--- src/kslp_pkg.sv ---
package kslp_pkg;

  localparam int MAX_KEYS  = 8;
  localparam int KEY_IDX_W = 3;
  localparam int TICK_W    = 32;
  localparam int HOLD_W    = 16;
  localparam int CFG_W     = 64;
  localparam int CFG_IDX_W = 3;

  localparam int KEY_COUNT_DEF = 8;

  // register indexes on the configuration port
  localparam logic [CFG_IDX_W-1:0] CFG_HOLD_LOW    = 3'd0;
  localparam logic [CFG_IDX_W-1:0] CFG_HOLD_HIGH   = 3'd1;
  localparam logic [CFG_IDX_W-1:0] CFG_REPEAT_MASK = 3'd2;
  localparam logic [CFG_IDX_W-1:0] CFG_REPEAT_INT  = 3'd3;
  localparam logic [CFG_IDX_W-1:0] CFG_RELEASE_MIN = 3'd4;
  localparam logic [CFG_IDX_W-1:0] CFG_POWER_KEY   = 3'd5;

  localparam logic [63:0]          RST_HOLD_LOW    = 64'd281496451874821000;
  localparam logic [63:0]          RST_HOLD_HIGH   = 64'd844437815230465000;
  localparam logic [MAX_KEYS-1:0]  RST_REPEAT_MASK = '0;
  localparam logic [HOLD_W-1:0]    RST_REPEAT_INT  = 16'd200;
  localparam logic [HOLD_W-1:0]    RST_RELEASE_MIN = 16'd50;
  localparam logic [KEY_IDX_W-1:0] RST_POWER_KEY   = 3'd4;

  // state of one key going into the evaluation unit
  typedef struct packed {
    logic              down;
    logic              was_down;
    logic              locked;
    logic              rep_en;
    logic [TICK_W-1:0] timer;
  } key_state_t;

  // decision for one key coming out of it
  typedef struct packed {
    logic report;
    logic long_press;
    logic locked_nxt;
    logic load_timer;
  } key_dec_t;

endpackage

--- src/kslp_key_unit.sv ---
module kslp_key_unit (
  input  kslp_pkg::key_state_t            ks,
  input  logic [kslp_pkg::TICK_W-1:0]     tick_now,
  input  logic [kslp_pkg::HOLD_W-1:0]     hold_time,
  input  logic [kslp_pkg::HOLD_W-1:0]     repeat_interval,
  input  logic [kslp_pkg::HOLD_W-1:0]     release_min_time,
  output kslp_pkg::key_dec_t              dec
);

  logic [kslp_pkg::TICK_W-1:0] elapsed;
  logic [kslp_pkg::HOLD_W-1:0] limit;
  logic                        over;
  logic                        armed;

  // single wrapping subtract and compare shared by every key and case
  assign elapsed = tick_now - ks.timer;
  assign over    = elapsed > {{(kslp_pkg::TICK_W-kslp_pkg::HOLD_W){1'b0}}, limit};
  assign armed   = !ks.locked || ks.rep_en;

  always_comb begin
    if (!ks.down) begin
      limit = release_min_time;
    end else if (ks.locked) begin
      limit = repeat_interval;
    end else begin
      limit = hold_time;
    end
  end

  always_comb begin
    dec = '0;
    if (ks.down) begin
      if (armed) begin
        dec.report     = over;
        dec.long_press = 1'b1;
        dec.locked_nxt = ks.locked || over;
        dec.load_timer = over;
      end else begin
        dec.locked_nxt = 1'b1;
        dec.load_timer = 1'b1;
      end
    end else begin
      dec.report     = ks.was_down && !ks.locked && over;
      dec.long_press = 1'b0;
      dec.locked_nxt = 1'b0;
      dec.load_timer = 1'b1;
    end
  end

endmodule

--- src/key_short_long_press_detector.sv ---
// Short/long press detector. Each input beat is one scan (tick time plus key
// levels); keys 0 to KEY_COUNT-1 are then evaluated one per cycle through a
// single subtract-and-compare unit, so a scan holds in_stall high through the
// key walk and a pick state, plus for each report an emit state that
// presents the beat and a pick state for the next. Reports leave in key
// order, the final one of a scan marked by out_last_report; the next scan is
// taken only once every report of the current one has been delivered.
module key_short_long_press_detector #(
  parameter int KEY_COUNT = kslp_pkg::KEY_COUNT_DEF
) (
  input  logic                              clk,
  input  logic                              rst_n,
  input  logic                              cfg_we,
  input  logic [kslp_pkg::CFG_IDX_W-1:0]    cfg_index,
  input  logic [kslp_pkg::CFG_W-1:0]        cfg_wdata,
  input  logic                              in_valid,
  output logic                              in_stall,
  input  logic [kslp_pkg::TICK_W-1:0]       in_tick_now,
  input  logic [kslp_pkg::MAX_KEYS-1:0]     in_key_down_bits,
  output logic                              out_valid,
  input  logic                              out_stall,
  output logic [kslp_pkg::KEY_IDX_W-1:0]    out_key_index,
  output logic                              out_long_press,
  output logic                              out_power_channel,
  output logic                              out_last_report
);

  localparam int NK = kslp_pkg::MAX_KEYS;
  localparam int KW = kslp_pkg::KEY_IDX_W;
  localparam logic [KW-1:0] LAST_KEY = KW'(KEY_COUNT - 1);

  typedef enum logic [1:0] {ST_IDLE, ST_SCAN, ST_PICK, ST_EMIT} state_t;

  state_t state_r, state_nxt;

  // configuration
  logic [63:0]                    hold_low_r, hold_high_r;
  logic [NK-1:0]                  repeat_mask_r;
  logic [kslp_pkg::HOLD_W-1:0]    repeat_int_r, release_min_r;
  logic [KW-1:0]                  power_key_r;

  // per-key state
  logic [kslp_pkg::TICK_W-1:0]    timer_r [NK];
  logic [NK-1:0]                  locked_r, was_down_r;

  // scan context and pending reports
  logic [kslp_pkg::TICK_W-1:0]    tick_r;
  logic [NK-1:0]                  down_r;
  logic [KW-1:0]                  key_r;
  logic [NK-1:0]                  pend_r, pend_nxt;
  logic [NK-1:0]                  kind_r;

  // output register
  logic                           out_valid_r, out_valid_nxt;
  logic [KW-1:0]                  out_key_r, out_key_nxt;
  logic                           out_long_r, out_long_nxt;
  logic                           out_power_r, out_power_nxt;
  logic                           out_last_r, out_last_nxt;

  logic [127:0]                   hold_all;
  logic [kslp_pkg::HOLD_W-1:0]    hold_sel;
  kslp_pkg::key_state_t           ks;
  kslp_pkg::key_dec_t             dec;
  logic                           in_acc, out_acc;
  logic [KW-1:0]                  low_idx;
  logic [NK-1:0]                  low_bit;

  assign in_acc  = in_valid && !in_stall;
  assign out_acc = out_valid && !out_stall;

  assign hold_all = {hold_high_r, hold_low_r};
  assign hold_sel = hold_all[{key_r, 4'b0000} +: kslp_pkg::HOLD_W];

  assign ks.down     = down_r[key_r];
  assign ks.was_down = was_down_r[key_r];
  assign ks.locked   = locked_r[key_r];
  assign ks.rep_en   = repeat_mask_r[key_r];
  assign ks.timer    = timer_r[key_r];

  kslp_key_unit u_key (
    .ks               (ks),
    .tick_now         (tick_r),
    .hold_time        (hold_sel),
    .repeat_interval  (repeat_int_r),
    .release_min_time (release_min_r),
    .dec              (dec)
  );

  // lowest pending report
  always_comb begin
    low_idx = '0;
    for (int k = NK - 1; k >= 0; k--) begin
      if (pend_r[k]) begin
        low_idx = KW'(k);
      end
    end
    low_bit = '0;
    low_bit[low_idx] = 1'b1;
  end

  always_comb begin
    state_nxt     = state_r;
    pend_nxt      = pend_r;
    out_valid_nxt = out_valid_r;
    out_key_nxt   = out_key_r;
    out_long_nxt  = out_long_r;
    out_power_nxt = out_power_r;
    out_last_nxt  = out_last_r;
    case (state_r)
      ST_IDLE: begin
        if (in_acc) begin
          state_nxt = ST_SCAN;
          pend_nxt  = '0;
        end
      end
      ST_SCAN: begin
        pend_nxt[key_r] = dec.report;
        if (key_r == LAST_KEY) begin
          state_nxt = ST_PICK;
        end
      end
      ST_PICK: begin
        if (pend_r == '0) begin
          state_nxt = ST_IDLE;
        end else begin
          state_nxt     = ST_EMIT;
          out_valid_nxt = 1'b1;
          out_key_nxt   = low_idx;
          out_long_nxt  = kind_r[low_idx];
          out_power_nxt = (low_idx == power_key_r);
          out_last_nxt  = (pend_r & ~low_bit) == '0;
        end
      end
      ST_EMIT: begin
        if (out_acc) begin
          out_valid_nxt = 1'b0;
          pend_nxt      = pend_r & ~low_bit;
          state_nxt     = ST_PICK;
        end
      end
      default: begin
        state_nxt = ST_IDLE;
      end
    endcase
  end

  always_ff @(posedge clk) begin
    if (!rst_n) begin
      state_r       <= ST_IDLE;
      out_valid_r   <= 1'b0;
      out_key_r     <= '0;
      out_long_r    <= 1'b0;
      out_power_r   <= 1'b0;
      out_last_r    <= 1'b0;
      pend_r        <= '0;
      key_r         <= '0;
      locked_r      <= '0;
      was_down_r    <= '0;
      for (int k = 0; k < NK; k++) begin
        timer_r[k] <= '0;
      end
      hold_low_r    <= kslp_pkg::RST_HOLD_LOW;
      hold_high_r   <= kslp_pkg::RST_HOLD_HIGH;
      repeat_mask_r <= kslp_pkg::RST_REPEAT_MASK;
      repeat_int_r  <= kslp_pkg::RST_REPEAT_INT;
      release_min_r <= kslp_pkg::RST_RELEASE_MIN;
      power_key_r   <= kslp_pkg::RST_POWER_KEY;
    end else begin
      state_r     <= state_nxt;
      out_valid_r <= out_valid_nxt;
      out_key_r   <= out_key_nxt;
      out_long_r  <= out_long_nxt;
      out_power_r <= out_power_nxt;
      out_last_r  <= out_last_nxt;
      pend_r      <= pend_nxt;

      if (cfg_we) begin
        case (cfg_index)
          kslp_pkg::CFG_HOLD_LOW:    hold_low_r    <= cfg_wdata;
          kslp_pkg::CFG_HOLD_HIGH:   hold_high_r   <= cfg_wdata;
          kslp_pkg::CFG_REPEAT_MASK: repeat_mask_r <= cfg_wdata[NK-1:0];
          kslp_pkg::CFG_REPEAT_INT:  repeat_int_r  <= cfg_wdata[kslp_pkg::HOLD_W-1:0];
          kslp_pkg::CFG_RELEASE_MIN: release_min_r <= cfg_wdata[kslp_pkg::HOLD_W-1:0];
          kslp_pkg::CFG_POWER_KEY:   power_key_r   <= cfg_wdata[KW-1:0];
          default: ;
        endcase
      end

      if (state_r == ST_IDLE && in_acc) begin
        key_r <= '0;
      end else if (state_r == ST_SCAN) begin
        key_r                <= key_r + 1'b1;
        locked_r[key_r]      <= dec.locked_nxt;
        was_down_r[key_r]    <= ks.down;
        if (dec.load_timer) begin
          timer_r[key_r] <= tick_r;
        end
      end
    end
  end

  // payload registers
  always_ff @(posedge clk) begin
    if (in_acc) begin
      tick_r <= in_tick_now;
      down_r <= in_key_down_bits;
    end
    if (state_r == ST_SCAN) begin
      kind_r[key_r] <= dec.long_press;
    end
  end

  assign in_stall          = (state_r != ST_IDLE);
  assign out_valid         = out_valid_r;
  assign out_key_index     = out_key_r;
  assign out_long_press    = out_long_r;
  assign out_power_channel = out_power_r;
  assign out_last_report   = out_last_r;

  // no scan is taken while a report beat is still on offer
  a_no_accept_while_out : assert property (@(posedge clk) disable iff (!rst_n)
    out_valid |-> in_stall)
    else $error("input ready while a report is pending");

  a_busy_after_accept : assert property (@(posedge clk) disable iff (!rst_n)
    in_acc |=> in_stall && !out_valid)
    else $error("scan did not start after input beat");

  a_pending_matches_out : assert property (@(posedge clk) disable iff (!rst_n)
    out_valid |-> pend_r[out_key_index] && out_key_index <= LAST_KEY)
    else $error("report beat without pending key");

  a_last_frees_input : assert property (@(posedge clk) disable iff (!rst_n)
    out_acc && out_last_report |=> ##1 !in_stall)
    else $error("block not idle after final report");

endmodule

--- config.mk ---
export PLATFORM = sky130hd
export DESIGN_NAME = key_short_long_press_detector
export DESIGN_NICKNAME = d
export VERILOG_FILES = /design/src/kslp_pkg.sv /design/src/kslp_key_unit.sv /design/src/key_short_long_press_detector.sv
export SDC_FILE = /design/constraint.sdc
export NUM_CORES = 1
export LEC_CHECK = 0
export BUFFER_PORTS_ARGS = -buffer_cell sky130_fd_sc_hd__buf_4
export CAP_MARGIN = 20
export CELL_PAD_IN_SITES_DETAIL_PLACEMENT = 0
export CELL_PAD_IN_SITES_GLOBAL_PLACEMENT = 1
export CORE_MARGIN = 4
export CORE_UTILIZATION = 53
export DETAILED_ROUTE_END_ITERATION = 7
export MAX_ROUTING_LAYER = met4
export PLACE_DENSITY_LB_ADDON = 0.3
export SETUP_SLACK_MARGIN = 0.5
export SLEW_MARGIN = 10
export SYNTH_ARGS = -nofsm -noshare
export SYNTH_HDL_FRONTEND = slang
export SYNTH_HIERARCHICAL = 1
export SYNTH_SLANG_ARGS = --single-unit
--- constraint.sdc ---
create_clock -name clk -period 16.2 [get_ports clk]
set_input_delay 3.24 -clock clk [delete_from_list [all_inputs] [get_ports clk]]
set_output_delay 3.24 -clock clk [all_outputs]
set_load 0.05 [all_outputs]
== Word level (Yosys, flattened, before mapping) ==
Memory sizes are Yosys's and may differ from the RTL's. A register that Yosys moved wholly into a read port is not among the register bits.
Index checks and enable logic that the tools add are counted.
Word-level totals
  word-level logic and storage cells: 132
  output and inout bits: 8
  bits of input ports: 112
  memories: 1
  register bits: 255
  bits in writable memories: 256
Memory list
  timer_r: words 8, width 32, read ports 1, clocked after Yosys merged registers in 1, wr ports 8, line key_short_long_press_detector.sv:43  | logic [kslp_pkg::TICK_W-1:0] timer_r [NK];
Operators by class
  bitwise operators: 5
  equality and inequality tests: 14
  shift-type cells: 1
  add/subtract/negate cells: 2
  magnitude comparators: 5
  muxes and demuxes: 53
  reductions and logical operators: 32
Operators by type and width (number)
  128-bit by 8-bit variable part select with 16-bit output: 1
  3-bit 2-to-1 mux: 11
  8-bit bitwise mux: 4
  32-bit by 16-bit greater-than comparator with 1-bit output: 1
  16-bit 2-to-1 mux: 2
  32-bit 2-to-1 mux: 1
  32-bit OR reduction: 1
  32-bit subtractor: 1
  8-bit case mux with 3 select lines: 1
  8-bit zero test: 2
  1-bit 2-to-1 mux: 16
  8-bit 2-to-1 mux: 2
  2-bit AND reduction: 8
  1-bit binary-select mux with 3-bit select: 5
  2-bit 2-to-1 mux: 6
  3-bit == test, second input constant: 3
  3-bit AND reduction: 3
  8-bit AND: 1
  3-bit by 4-bit < comparator with 1-bit output, second input constant: 2
  2-bit inequality test, second input constant: 4
  8-bit NOT: 1
  2-bit case mux with 4 select lines: 1
  1-bit logical AND: 7
  1-bit demux with 3-bit select: 2
  17 further kinds: 26

== Longest topological paths before layout ==
  depth after elaboration: 16
  gate-level depth with buffers: 27
  mapped depth without buffers: 23

== Hierarchy ==
The synthesis kept the hierarchy.
By module, submodules not included
  key_short_long_press_detector: instances 1, sequential area each 13332.8 µm², area each 21730.8 µm², cells each 1863
  kslp_key_unit: instances 1, sequential area each 0.0 µm², area each 2914.0 µm², cells each 437

== Least setup slack after synthesis ==
Ideal clock, no wire load.
  path type: register to register
  from: register with a tool-made name
  to: memory timer_r[2][0] (netlist name), enable pin
  arrival: 6.766 ns
  slack: 8.969 ns
  buffers on the path: 2
  data required time: 15.734 ns
  cell stages (with the launch flop): 24
  cell sequence: dfxtp_1 > buf_2 > buf_2 > mux4_2 > mux2_2 > inv_1 > ha_1 > and2_4 > a221oi_1 > nand2_1 > a21o_1 > a21oi_1 > xnor2_1 > ha_1 > and4_1 > nand2b_1 > a2111oi_0 > a2111oi_0 > and4_1 > nand4_1 > a2111oi_4 > nand4_1 > nand3_1 > o21ai_0
RTL lines (line)
  end, declared: key_short_long_press_detector.sv:43

==> impl_metrics.tcl <==
set metrics [dict create \
    place_congestion 0.8780 \
    post_cts_resized 0 \
    dpl.hpwl_mm 39.58 \
    cts_buffer_depth 3 \
    port-buffer-count 119 \
    maxSlewViolCount 0 \
    r2r-end "timer_r[5][1]$_SDFFCE_PN0P_" \
    route.antenna.remaining_nets 0 \
    period_needed_ns 7.605 \
    fin_util_pct 60.90 \
    fmax_mhz 131.5 \
    reg2reg_depth 23 \
    synth_seq_area_share_pct 54.10 \
    power.internal_w 0.002342 \
    viasPerCell 6.203 \
    setup_viol 0 \
    grt_start_max_net_pins 160 \
    track_usage_pct 27.76 \
    synth_fp_nets 2462 \
    cp.arrival_ns 8.07 \
    rows 78 \
    antenna_found_initial 1 \
    chipWidth_um 223.6 \
    power_leakage_nw 11.04 \
    wl_mm 68.02 \
    clk_pin_slew_ns 0.06 \
    clock_insertion_delay_worst_skew_ns 0.61 \
    maxCapViolations 0 \
    diodes 0 \
    tns_ns 0 \
    async_reset_ff_share_pct 0 \
    synth-seq-cells 514 \
    hp-start "hold_low_r[52]$_SDFFE_PN0P_" \
    grt_setup_unrepaired "no" \
    hold_path_class "reg -> reg" \
    htree_levels 2 \
    cts.sinks 514 \
    start_util_pct 53.96 \
    nets 2492 \
    grt_pass1_wl_mm 107.0 \
    cts_tree "yes" \
    min_period_over_period_pct 46.95 \
    ctsHoldBuffers 0 \
    status "complete, no violations" \
    yosys_warnings 6 \
    tightest_slew_ns 1.025 \
    drtIter0Drc 1835 \
    syn2layout_area_growth_pct 12.86 \
    finalClockSkew_ns 0.01539 \
    p_sw_share_pct 25.25 \
    dr_total_vias 18455 \
    cts_inserted_buffers 54 \
    worstSetupEndpointType "flip-flop" \
    die_h_um 223.6 \
    wl_per_cell_um 22.86 \
    comb_power_share_pct 12.5 \
    synth_cell_types 76 \
    die_area_sq_mm 0.05001 \
    switchingPower_w 0.0007910 \
    p_per_area_mw_per_mm2 112.6 \
    postSynthAreaPerCell_sq_um 10.72 \
    synthFlopType "edfxtp_1" \
    vdd_drop_max_mv 0.08545 \
    instances_no_fill 2975 \
    first_pass_iters 6 \
    reg2reg_slack_ns 8.59 \
    ioPinCount 120 \
    clockPowerShare_pct 40.9 \
    worst-path-max-fanout 159 \
    path_class "reg -> reg" \
    max-slew-margin-rel_pct 31.32 \
    synth_edf_count 304 \
    core-area_sq_mm 0.04567 \
    grt_pass1_vias 18217 \
    synth_cells 2300 \
    drc 0 \
    place_inst 2873 \
    min_to "hold_low_r[52]$_SDFFE_PN0P_" \
    p_seq_share_pct 46.6 \
    cts_root_buf "clkbuf_16" \
    drive_gt1_share_pct 16.17 \
    overflow 0 \
    hold_viol 0 \
    start_kind "flip-flop" \
    syn_area_sq_mm 0.02464 \
    postCtsSetupBuffers 0 \
    critPathRequiredTime_ns 16.67 \
    min_delay_path_depth 2 \
]
[synthesized netlist by cell type, drive strengths merged (5+ instances only)]
cell type,instances,area share [%]
a221oi,13,0.54
o211ai,14,0.45
o21a,8,0.24
nor3,14,0.32
a22oi,64,1.9
mux2i,35,1.4
o21ai,51,1.1
xnor2,17,0.60
nand3,84,1.7
mux2,34,1.6
a31oi,6,0.15
a21boi,35,1.1
edfxtp,304,37
ha,49,2.5
nor4,5,0.25
buf,45,1.0
nand4,24,0.61
o2111ai,5,0.20
a21o,10,0.30
and2,8,0.21
a22o,8,0.28
a21oi,156,3.2
nor2b,17,0.46
mux4,65,5.9
xor2,6,0.21
or3,11,0.30
nand2b,14,0.36
nand2,398,6.1
and3,262,6.7
a2111oi,6,0.37
inv,47,0.72
dfxtp,210,17
nor2,93,1.4
a211oi,14,0.45
clkbuf,132,2.0
[sequential cells by signal (all words and copies together) (netlist names), 2 cells and up, named ones only]
signal,count
down_r,8
hold_high_r,64
hold_low_r,64
key_r,3
kind_r,8
locked_r,8
out_key_index,3
pend_r,8
power_key_r,3
release_min_r,16
repeat_int_r,16
repeat_mask_r,8
state_r,2
tick_r,32
timer_r,256
was_down_r,8
[power by group through the flow]
| stage | combinational (W) | sequential, W | clock (W) |
|---|---|---|---|
| after floorplan | 0.000267 | 0.00147 | 0 |
| after detailed placement | 0.000385 | 0.00149 | 0 |
| final | 0.000391 | 0.00146 | 0.00128 |
| after CTS | 0.000387 | 0.00146 | 0.00130 |
| after global placement | 0.000376 | 0.00148 | 0 |
| after global routing | 0.000426 | 0.00146 | 0.00136 |
[routing by layer]
| metal | share of wire [%] | GRT usage [%] | vias to the layer above |
|---|---|---|---|
| li1 | - | - | 8495 |
| met1 | 44 | 38.97 | 9169 |
| met2 | 47 | 43.30 | 689 |
| met3 | 6.4 | 3.643 | 102 |
| met4 | 2.4 | 7.357 | 0 |
| met5 | 0 | - | - |
[kinds of logic after synthesis]
group	count (synthesis)	share of synthesized area [%]
xor+xnor	23	0.8174
simple gates	944	18.83
fa+ha+maj	50	2.569
mux	134	8.915
flops	514	54.10
buf+inv	225	3.747
compound gates	410	11.02
[worst max-delay path, cell delays in order, from the launching register on]
cell and delay (ns):
dfxtp_4 0.79, buf_4 0.68, mux4_2 0.59, mux2_2 0.27, inv_1 0.05, ha_1 0.29
a21oi_1 0.27, o21ai_0 0.13, nor2b_1 0.19, or3_1 0.39, xor2_1 0.18, ha_1 0.32
nand4_1 0.12, a2111oi_0 0.31, a2111oi_0 0.10, and4_1 0.17, nand4_1 0.14, a2111oi_4 0.06
nand4_1 0.14, nand2_1 0.23, nor2_4 0.17, buf_6 0.66, buf_4 0.73, and3_1 0.26
[final cells by class]
class                           instances  area (sq um)
Inverter                               48         181.4
Sequential cell                       514         13340
Multi-Input combinational cell       1561         10540
Clock inverter                         29         320.3
Timing Repair Buffer                  151          1157
Clock buffer                           72          1531
Tap cell                              600         750.7
Fill cell                            3730         17860
[per-stage QoR]
step	power, W	worst slack, ns	hold WS, ns	instance area, sq um
floorplan	0.001740	8.969	0.4360	24640
global placement	0.001860	8.642	0.4411	25920
detailed placement	0.001871	8.442	0.4465	25950
CTS	0.003148	8.415	0.4549	27800
global route	0.003255	7.892	0.4689	27820
finish	0.003133	8.595	0.4533	27820
[placed cells by master, fill, tap and decap left out, drive strengths merged, types with 17 or more instances in the layout]
| cell type | synthesis | routed |
|---|---|---|
| nand2 | 398 | 398 |
| edfxtp | 304 | 304 |
| and3 | 262 | 262 |
| dfxtp | 210 | 210 |
| a21oi | 156 | 156 |
| buf | 45 | 151 |
| nor2 | 93 | 93 |
| nand3 | 84 | 84 |
| clkbuf | 132 | 72 |
| mux4 | 65 | 65 |
| a22oi | 64 | 64 |
| o21ai | 51 | 51 |
| inv | 47 | 50 |
| ha | 49 | 49 |
| mux2i | 35 | 35 |
| a21boi | 35 | 35 |
| mux2 | 34 | 34 |
| nand4 | 24 | 24 |
| clkinv | 1 | 18 |
| xnor2 | 17 | 17 |
| nor2b | 17 | 17 |
[worst max-delay path by stage]
stage	endpoint	depth (start not counted)	startpoint
after global placement	timer_r[2][24]$_SDFFCE_PN0P_	23	flip-flop
after floorplan	timer_r[2][0]$_SDFFCE_PN0P_	23	flip-flop
after global routing	timer_r[5][1]$_SDFFCE_PN0P_	23	flip-flop
after detailed placement	timer_r[3][0]$_SDFFCE_PN0P_	24	flip-flop
after CTS	timer_r[1][7]$_SDFFCE_PN0P_	24	flip-flop
final	timer_r[5][1]$_SDFFCE_PN0P_	23	flip-flop
(Power assumes the default switching activity.)
